--- config.mk ---
export PLATFORM = sky130hd
export DESIGN_NAME = circle_gain_interpolator
export DESIGN_NICKNAME = d
export VERILOG_FILES = /design/src/rtl/cgi_pkg.sv /design/src/rtl/circle_gain_interpolator.sv /design/src/rtl/cgi_regs.sv /design/src/rtl/cgi_ctrl.sv /design/src/rtl/cgi_dpath.sv
export SDC_FILE = /design/constraint.sdc
export NUM_CORES = 2
export LEC_CHECK = 0
export BUFFER_PORTS_ARGS = -buffer_cell sky130_fd_sc_hd__clkbuf_2
export CAP_MARGIN = 20
export CORE_ASPECT_RATIO = 1.75
export CORE_MARGIN = 8
export CORE_UTILIZATION = 65
export CTS_BUF_LIST = sky130_fd_sc_hd__clkbuf_16
export DETAILED_ROUTE_END_ITERATION = 8
export GPL_ROUTABILITY_DRIVEN = 0
export PLACE_DENSITY = 0.82
export SLEW_MARGIN = 20
export SYNTH_ARGS = -nofsm -noshare
export SYNTH_HDL_FRONTEND = slang
export SYNTH_SLANG_ARGS = --single-unit
--- constraint.sdc ---
create_clock -name aclk -period 18.85 [get_ports aclk]
set_clock_uncertainty 0.1 [all_clocks]
set_input_delay 2.8275 -clock aclk [delete_from_list [all_inputs] [get_ports aclk]]
set_output_delay 2.8275 -clock aclk [all_outputs]
set_load 0.005 [all_outputs]
--- src/rtl/cgi_pkg.sv ---
// ----------------------------------------------------------------------------
// cgi_pkg
// Shared types, constants and helpers of the circle gain interpolator.
// ----------------------------------------------------------------------------
package cgi_pkg;

    localparam int MaxPoints = 7;
    localparam int CountW    = 3;
    localparam int RadiusW   = 16;
    localparam int GainW     = 16;
    localparam int PointW    = RadiusW + 2 * GainW;
    localparam int ProdW     = 2 * GainW;
    localparam int StepW     = 5;
    localparam int CfgAddrW  = 3;

    localparam logic [CfgAddrW-1:0] RegCount = 3'd0;

    localparam logic [CountW-1:0] CountReset = 3'd7;
    localparam logic [GainW-1:0]  GainOne    = 16'h1000;
    localparam int RadiusBase = 300;
    localparam int RadiusStep = 50;

    typedef logic [MaxPoints-1:0][PointW-1:0] pts_t;

    typedef struct packed {
        logic load;
        logic step;
        logic take_cur;
        logic take_lo;
        logic take_zero;
        logic seg_load;
        logic mul;
        logic div_step;
        logic div_fin;
        logic out_load;
    } cgi_cmd_t;

    typedef struct packed {
        logic cnt_zero;
        logic first;
        logic at_end;
        logic le;
        logic out_free;
    } cgi_sts_t;

    function automatic pts_t reset_points();
        pts_t p;
        for (int i = 0; i < MaxPoints; i++) begin
            p[i] = {RadiusW'(RadiusBase + RadiusStep * i), GainOne, GainOne};
        end
        return p;
    endfunction

    localparam pts_t PtsReset = reset_points();

    function automatic logic [RadiusW-1:0] pt_radius(input logic [PointW-1:0] p);
        return p[PointW-1 -: RadiusW];
    endfunction

    function automatic logic [GainW-1:0] pt_left(input logic [PointW-1:0] p);
        return p[2*GainW-1 -: GainW];
    endfunction

    function automatic logic [GainW-1:0] pt_right(input logic [PointW-1:0] p);
        return p[GainW-1:0];
    endfunction

endpackage

--- src/rtl/circle_gain_interpolator.sv ---
// ----------------------------------------------------------------------------
// circle_gain_interpolator
// Piecewise linear lookup of left and right wheel gains from a turn radius
// over a table of up to seven calibration points.
//
//   channel  dir  handshake          payload
//   s_       in   s_tvalid/s_tready  s_tdata[15:0] radius
//   m_       out  m_tvalid/m_tready  m_tdata left/right gain, m_tuser valid
//   cfg_     in   cfg_we             cfg_addr, cfg_wdata
//
// An item that lands on an end point, or meets a table of zero points, ends
// with the scan, at one point per cycle; one inside a segment also takes a
// multiply, the one-bit-per-cycle divider over 32 quotient bits and one add.
// Reset is synchronous, active low, and restores the calibration table.
// The output register holds a finished beat while the next radius is taken;
// a stalled output holds the following result in the result registers.
// ----------------------------------------------------------------------------
module circle_gain_interpolator (
    input  logic                         aclk,
    input  logic                         aresetn,
    input  logic                         s_tvalid,
    output logic                         s_tready,
    input  logic [15:0]                  s_tdata,   // [15:0] radius
    output logic                         m_tvalid,
    input  logic                         m_tready,
    output logic [31:0]                  m_tdata,   // [15:0] left gain, [31:16] right gain
    output logic                         m_tuser,   // [0] valid_res
    input  logic                         cfg_we,
    input  logic [cgi_pkg::CfgAddrW-1:0] cfg_addr,
    input  logic [cgi_pkg::PointW-1:0]   cfg_wdata
);
    import cgi_pkg::*;

    logic [CountW-1:0] count;
    pts_t              pts;
    cgi_cmd_t          cmd;
    cgi_sts_t          sts;
    logic [GainW-1:0]  gain_l, gain_r;

    cgi_regs u_regs (
        .aclk      (aclk),
        .aresetn   (aresetn),
        .cfg_we    (cfg_we),
        .cfg_addr  (cfg_addr),
        .cfg_wdata (cfg_wdata),
        .count     (count),
        .pts       (pts)
    );

    cgi_ctrl u_ctrl (
        .aclk     (aclk),
        .aresetn  (aresetn),
        .s_tvalid (s_tvalid),
        .s_tready (s_tready),
        .sts      (sts),
        .cmd      (cmd)
    );

    cgi_dpath u_dpath (
        .aclk    (aclk),
        .aresetn (aresetn),
        .radius  (s_tdata),
        .count   (count),
        .pts     (pts),
        .cmd     (cmd),
        .sts     (sts),
        .m_ready (m_tready),
        .m_valid (m_tvalid),
        .m_left  (gain_l),
        .m_right (gain_r),
        .m_flag  (m_tuser)
    );

    assign m_tdata = {gain_r, gain_l};

`ifndef SYNTH
    a_one_at_a_time: assert property (@(posedge aclk) disable iff (!aresetn)
        s_tvalid && s_tready |=> !s_tready)
        else $error("radius accepted while an item is in flight");

    a_zero_gains: assert property (@(posedge aclk) disable iff (!aresetn)
        m_tvalid && !m_tuser |-> m_tdata == 32'd0)
        else $error("invalid result carries nonzero gains");

    a_load_free: assert property (@(posedge aclk) disable iff (!aresetn)
        cmd.out_load |-> sts.out_free)
        else $error("output register overwritten before it was taken");
`endif

endmodule

--- src/rtl/cgi_regs.sv ---
// ----------------------------------------------------------------------------
// cgi_regs
// Configuration registers: point count and the packed calibration points.
// ----------------------------------------------------------------------------
module cgi_regs (
    input  logic                         aclk,
    input  logic                         aresetn,
    input  logic                         cfg_we,
    input  logic [cgi_pkg::CfgAddrW-1:0] cfg_addr,
    input  logic [cgi_pkg::PointW-1:0]   cfg_wdata,
    output logic [cgi_pkg::CountW-1:0]   count,
    output cgi_pkg::pts_t                pts
);
    import cgi_pkg::*;

    logic [CountW-1:0]   count_reg;
    pts_t                pts_reg;
    logic [CfgAddrW-1:0] slot;

    assign slot = cfg_addr - CfgAddrW'(1);

    always_ff @(posedge aclk) begin
        if (!aresetn) begin
            count_reg <= CountReset;
            pts_reg   <= PtsReset;
        end else if (cfg_we) begin
            if (cfg_addr == RegCount) begin
                count_reg <= cfg_wdata[CountW-1:0];
            end else begin
                pts_reg[slot] <= cfg_wdata;
            end
        end
    end

    assign count = count_reg;
    assign pts   = pts_reg;

endmodule

--- src/rtl/cgi_ctrl.sv ---
// ----------------------------------------------------------------------------
// cgi_ctrl
// Sequencer: segment scan, multiply, bit-serial divide, result hand-off.
// ----------------------------------------------------------------------------
module cgi_ctrl (
    input  logic              aclk,
    input  logic              aresetn,
    input  logic              s_tvalid,
    output logic              s_tready,
    input  cgi_pkg::cgi_sts_t sts,
    output cgi_pkg::cgi_cmd_t cmd
);
    import cgi_pkg::*;

    localparam logic [2:0] ST_IDLE = 3'd0;
    localparam logic [2:0] ST_SCAN = 3'd1;
    localparam logic [2:0] ST_MUL  = 3'd2;
    localparam logic [2:0] ST_DIV  = 3'd3;
    localparam logic [2:0] ST_FIX  = 3'd4;
    localparam logic [2:0] ST_FIN  = 3'd5;

    logic [2:0]       state_reg, state_next;
    logic [StepW-1:0] step_reg, step_next;

    always_ff @(posedge aclk) begin
        if (!aresetn) begin
            state_reg <= ST_IDLE;
            step_reg  <= '0;
        end else begin
            state_reg <= state_next;
            step_reg  <= step_next;
        end
    end

    assign s_tready = (state_reg == ST_IDLE);

    always_comb begin
        state_next = state_reg;
        step_next  = step_reg;
        cmd        = '0;
        case (state_reg)
            ST_IDLE: begin
                if (s_tvalid) begin
                    cmd.load   = 1'b1;
                    state_next = ST_SCAN;
                end
            end
            ST_SCAN: begin
                if (sts.cnt_zero) begin
                    cmd.take_zero = 1'b1;
                    state_next    = ST_FIN;
                end else if (sts.first && sts.le) begin
                    cmd.take_cur = 1'b1;
                    state_next   = ST_FIN;
                end else if (!sts.first && sts.at_end) begin
                    cmd.take_lo = 1'b1;
                    state_next  = ST_FIN;
                end else if (!sts.first && sts.le) begin
                    cmd.seg_load = 1'b1;
                    state_next   = ST_MUL;
                end else begin
                    cmd.step = 1'b1;
                end
            end
            ST_MUL: begin
                cmd.mul    = 1'b1;
                step_next  = '0;
                state_next = ST_DIV;
            end
            ST_DIV: begin
                cmd.div_step = 1'b1;
                step_next    = step_reg + StepW'(1);
                if (step_reg == '1) begin
                    state_next = ST_FIX;
                end
            end
            ST_FIX: begin
                cmd.div_fin = 1'b1;
                state_next  = ST_FIN;
            end
            ST_FIN: begin
                if (sts.out_free) begin
                    cmd.out_load = 1'b1;
                    state_next   = ST_IDLE;
                end
            end
            default: begin
                state_next = ST_IDLE;
            end
        endcase
    end

endmodule

--- src/rtl/cgi_dpath.sv ---
// ----------------------------------------------------------------------------
// cgi_dpath
// Datapath: point scan registers, two gain lanes with multiplier and
// restoring divider, result and output registers.
// ----------------------------------------------------------------------------
module cgi_dpath (
    input  logic                        aclk,
    input  logic                        aresetn,
    input  logic [cgi_pkg::RadiusW-1:0] radius,
    input  logic [cgi_pkg::CountW-1:0]  count,
    input  cgi_pkg::pts_t               pts,
    input  cgi_pkg::cgi_cmd_t           cmd,
    output cgi_pkg::cgi_sts_t           sts,
    input  logic                        m_ready,
    output logic                        m_valid,
    output logic [cgi_pkg::GainW-1:0]   m_left,
    output logic [cgi_pkg::GainW-1:0]   m_right,
    output logic                        m_flag
);
    import cgi_pkg::*;

    logic [RadiusW-1:0] r_reg;
    logic [CountW-1:0]  idx_reg;
    logic [PointW-1:0]  lo_reg;
    logic [PointW-1:0]  cur;

    logic [RadiusW-1:0] num_reg, den_reg;
    logic [GainW-1:0]   diff_l_reg, diff_r_reg;
    logic               up_l_reg, up_r_reg;
    logic [ProdW-1:0]   quo_l_reg, quo_r_reg;
    logic [GainW-1:0]   rem_l_reg, rem_r_reg;

    logic [GainW-1:0]   res_l_reg, res_r_reg;
    logic               res_v_reg;
    logic               out_v_reg;
    logic [GainW-1:0]   out_l_reg, out_r_reg;
    logic               out_f_reg;

    logic [GainW:0]     sh_l, sh_r;
    logic               ge_l, ge_r;
    logic [GainW-1:0]   lo_gl, lo_gr, cur_gl, cur_gr;

    assign cur    = (idx_reg < CountW'(MaxPoints)) ? pts[idx_reg] : '0;
    assign lo_gl  = pt_left(lo_reg);
    assign lo_gr  = pt_right(lo_reg);
    assign cur_gl = pt_left(cur);
    assign cur_gr = pt_right(cur);

    assign sts.cnt_zero = (count == '0);
    assign sts.first    = (idx_reg == '0);
    assign sts.at_end   = (idx_reg >= count);
    assign sts.le       = (r_reg <= pt_radius(cur));
    assign sts.out_free = !out_v_reg || m_ready;

    assign sh_l = {rem_l_reg, quo_l_reg[ProdW-1]};
    assign sh_r = {rem_r_reg, quo_r_reg[ProdW-1]};
    assign ge_l = (sh_l >= {1'b0, den_reg});
    assign ge_r = (sh_r >= {1'b0, den_reg});

    always_ff @(posedge aclk) begin
        if (cmd.load) begin
            r_reg   <= radius;
            idx_reg <= '0;
        end else if (cmd.step) begin
            lo_reg  <= cur;
            idx_reg <= idx_reg + CountW'(1);
        end

        if (cmd.seg_load) begin
            num_reg    <= r_reg - pt_radius(lo_reg);
            den_reg    <= pt_radius(cur) - pt_radius(lo_reg);
            up_l_reg   <= (cur_gl >= lo_gl);
            up_r_reg   <= (cur_gr >= lo_gr);
            diff_l_reg <= (cur_gl >= lo_gl) ? cur_gl - lo_gl : lo_gl - cur_gl;
            diff_r_reg <= (cur_gr >= lo_gr) ? cur_gr - lo_gr : lo_gr - cur_gr;
        end

        if (cmd.mul) begin
            quo_l_reg <= diff_l_reg * num_reg;
            quo_r_reg <= diff_r_reg * num_reg;
            rem_l_reg <= '0;
            rem_r_reg <= '0;
        end else if (cmd.div_step) begin
            rem_l_reg <= ge_l ? GainW'(sh_l - {1'b0, den_reg}) : sh_l[GainW-1:0];
            rem_r_reg <= ge_r ? GainW'(sh_r - {1'b0, den_reg}) : sh_r[GainW-1:0];
            quo_l_reg <= {quo_l_reg[ProdW-2:0], ge_l};
            quo_r_reg <= {quo_r_reg[ProdW-2:0], ge_r};
        end

        if (cmd.take_zero) begin
            res_l_reg <= '0;
            res_r_reg <= '0;
            res_v_reg <= 1'b0;
        end else if (cmd.take_cur) begin
            res_l_reg <= cur_gl;
            res_r_reg <= cur_gr;
            res_v_reg <= 1'b1;
        end else if (cmd.take_lo) begin
            res_l_reg <= lo_gl;
            res_r_reg <= lo_gr;
            res_v_reg <= 1'b1;
        end else if (cmd.div_fin) begin
            res_l_reg <= up_l_reg ? lo_gl + quo_l_reg[GainW-1:0]
                                  : lo_gl - quo_l_reg[GainW-1:0];
            res_r_reg <= up_r_reg ? lo_gr + quo_r_reg[GainW-1:0]
                                  : lo_gr - quo_r_reg[GainW-1:0];
            res_v_reg <= 1'b1;
        end

        if (cmd.out_load) begin
            out_l_reg <= res_l_reg;
            out_r_reg <= res_r_reg;
            out_f_reg <= res_v_reg;
        end
    end

    always_ff @(posedge aclk) begin
        if (!aresetn) begin
            out_v_reg <= 1'b0;
        end else if (cmd.out_load) begin
            out_v_reg <= 1'b1;
        end else if (m_ready) begin
            out_v_reg <= 1'b0;
        end
    end

    assign m_valid = out_v_reg;
    assign m_left  = out_l_reg;
    assign m_right = out_r_reg;
    assign m_flag  = out_f_reg;

endmodule
==> summary.txt <==
Status
  – Outcome: finished clean

Global routing
  – Number of global-route vias before repair: 42.1k
  – All-Layer GR Usage: 0.304
  – Initial antenna violation count: 1
  – Gr ovfl total: 0
  – First-pass GRT wire length: 213000 um
  – Pin count of the biggest net entering global routing: 145

Timing
  – Worst rel slew slack: 0.268
  – Worst Tran Pin Value: 1.10 ns
  – Final WS setup: 11.25 ns
  – Unrepaired setup endpoints after global routing: no
  – # setup viols final: 0
  – Final hold viol count: 0
  – Slew Limit Fails: 0
  – Final Cycle Share: 0.403
  – Tmin final: 7.60 ns
  – Setup TNS: 0 ns
  – Max frequency: 132 MHz

Hold path
  – WHS Endpoint: u_dpath.m_left[8]
  – HP Class: flip-flop to flip-flop
  – Hold path start: u_dpath.res_l_reg[8]
  – Hold Path Depth: 0

Die
  – Row cnt: 135
  – Core ar.: 77000 sq um
  – Starting Density: 0.652
  – Die footprint: 86800 sq um
  – IO Pins: 107
  – Die width: 226 um
  – Die Height: 384 um

Synthesis
  – Cell variety after synth: 77
  – Yosys top cell area share: 0.166
  – Post-synth EDFFs: 227
  – Cells after synthesis: 5723
  – Largest area contributor in the netlist: dfxtp_1
  – Syn Std Cell Area: 50200 sq um
  – Seq/Total Area, Yosys: 0.301
  – Syn Area/Cell: 8.78 sq um
  – Yosys reg bits: 643
  – Primary FF master, synth: dfxtp_1
  – Synth warn: 0
  – Ranking of synthesized cells by area: dfxtp_1, fa_1, edfxtp_1
  – Asr flop ratio synth: 0
  – Syn_nets: 6582
  – Commonest cells in the netlist: nand2_1, inv_1, a21oi_1
  – Top-count cell post-synth: nand2_1

Routing
  – Number of remaining DRC errors: 0
  – DR iter-0 viols: 3433
  – Routed WL: 133000 um
  – Vias: 40.9k
  – Router iterations before antenna repair: 8
  – Antenna Nets Post-Route: 0
  – Vias per cell: 6.09
  – Drt wl/cell: 19.8 um

Critical path
  – CP Launch Type: flip-flop
  – Worst EP required: 19.12 ns
  – Worst R2R End: u_dpath.quo_r_reg[27]
  – Internal reg-to-reg setup slack: 11.25 ns
  – CP Max Fanout: 32
  – R2r startpoint: u_dpath.num_reg[6]
  – FF-to-FF path depth: 22
  – Critical path type: flip-flop to flip-flop
  – Crit path capture type: flip-flop
  – Worst EP arrival: 7.86 ns

Clock network
  – CTS sink count: 643
  – Cts hold-fix bufs: 0
  – # Post-CTS Setup Buffers: 0
  – CTS tree: done
  – Worst skew pair latency: 0.68 ns
  – CTS resizes: 0
  – H-tree levels: 2
  – Clock Tree Buf Depth: 3
  – Cts bufs inserted: 58
  – Clock transition at path regs: 0.07 ns
  – Clock root cell: clkbuf_16

Cells and area
  – Layout area overhead: 6.60%
  – Nets: 6499
  – Filler cells: 5870
  – Share of cells above drive strength 1: 0.0645
  – Max reg flops: 336

Placement
  – Buffers on Ports: 106
  – Post-DP HPWL: 94600 um
  – Placement Setup Slack: 11.31 ns

Job
  – Max cap viols: 0
==> cell type report <==
type | count | area, sq um | area share
clock buffers | 62 | 1550 | 0.0290
diodes | 1 | 2.50 | 0.0000467
well taps | 1027 | 1280 | 0.0240
clock inverters | 48 | 572 | 0.0107
multi-input cells | 4144 | 31700 | 0.591
repair buffers | 160 | 936 | 0.0175
flip-flops and latches | 643 | 15200 | 0.283
inverters | 633 | 2380 | 0.0445
==> kinds of logic (layout without fill, tap and decap cells) <==
family,count (synthesis),after routing,synth area share
buffers and inverters,936,903,0.0701
AND/OR/NAND/NOR,1973,1973,0.174
other,0,1,0
multiplexers,175,175,0.0471
flip-flops,643,643,0.301
AO/OA/AOI/OAI,1032,1032,0.121
adder cells (fa/ha/maj),787,787,0.255
XOR/XNOR,177,177,0.0311
==> per-layer routing <==
| layer | track usage | routed length [um] | vias to the layer above |
|---|---|---|---|
| met3 | 0.0484 | 9860 | 517 |
| met1 | 0.337 | 47700 | 19900 |
| met5 | 0 | 0 | - |
| met4 | 0.166 | 7760 | 0 |
| li1 | - | - | 18700 |
| met2 | 0.548 | 67900 | 1791 |
==> critical path, stage by stage (launching register included) <==
cell and delay (ns):
edfxtp_1 1.07, and2_1 0.26, fa_1 0.42, inv_1 0.09
fa_1 0.45, fa_1 0.52, inv_1 0.05, fa_1 0.46
fa_1 0.52, inv_1 0.05, fa_1 0.47, inv_1 0.05
ha_1 0.34, a21o_1 0.22, a221oi_1 0.41, o21ai_0 0.22
a31oi_1 0.20, o31ai_1 0.16, o31ai_1 0.57, o21ai_0 0.22
a21oi_1 0.21, xor2_1 0.16, o21ai_0 0.09
==> placed cells by master (no fill, tap or decap), drive strengths merged, types with 11 or more instances in the layout <==
cell / count
clkbuf: 168
a21oi: 475
a21boi: 13
nor2: 175
edfxtp: 227
dfxtp: 416
buf: 54
o31ai: 11
o21ai: 244
or2: 13
nand4: 21
mux4: 48
nor2b: 34
o211ai: 17
nor3: 60
o311ai: 11
mux2i: 117
o21a: 20
fa: 398
xnor2: 98
xor2: 78
o21bai: 21
inv: 641
and3: 21
nand2b: 41
ha: 389
nand2: 1216
o22ai: 11
a211oi: 24
nand3: 96
a211o: 11
a31oi: 22
clkinv: 26
and2: 246
or3: 12
a21o: 66
==> worst max-delay path by stage <==
stage | slack [ns] | startpoint | endpoint
2_1_floorplan | 12.32 | u_dpath.diff_l_reg[7] | u_dpath.quo_l_reg[31]
3_3_place_gp | 11.47 | u_dpath.num_reg[5] | u_dpath.quo_l_reg[31]
3_5_place_dp | 11.31 | u_dpath.num_reg[5] | u_dpath.quo_l_reg[31]
4_1_cts | 11.30 | u_dpath.num_reg[5] | u_dpath.quo_l_reg[31]
5_1_grt | 10.87 | u_dpath.num_reg[5] | u_dpath.quo_r_reg[27]
6_report | 11.25 | u_dpath.num_reg[6] | u_dpath.quo_r_reg[27]
==> metrics by stage <==
stage / area (sq um) / std cells / util / hold slack, ns
2_1_floorplan: 50200 / 5723 / - / 0.300
6_report: 53600 / 6718 / 0.695 / 0.338
3_3_place_gp: 51400 / 6607 / 0.668 / 0.315
5_1_grt: 53600 / 6718 / 0.695 / 0.353
4_1_cts: 53600 / 6717 / 0.695 / 0.336
3_5_place_dp: 51400 / 6607 / 0.668 / 0.319
Power is left out: the tool's default activity adds up to more than one toggle a clock period on the data nets, which glitch-free logic cannot reach.
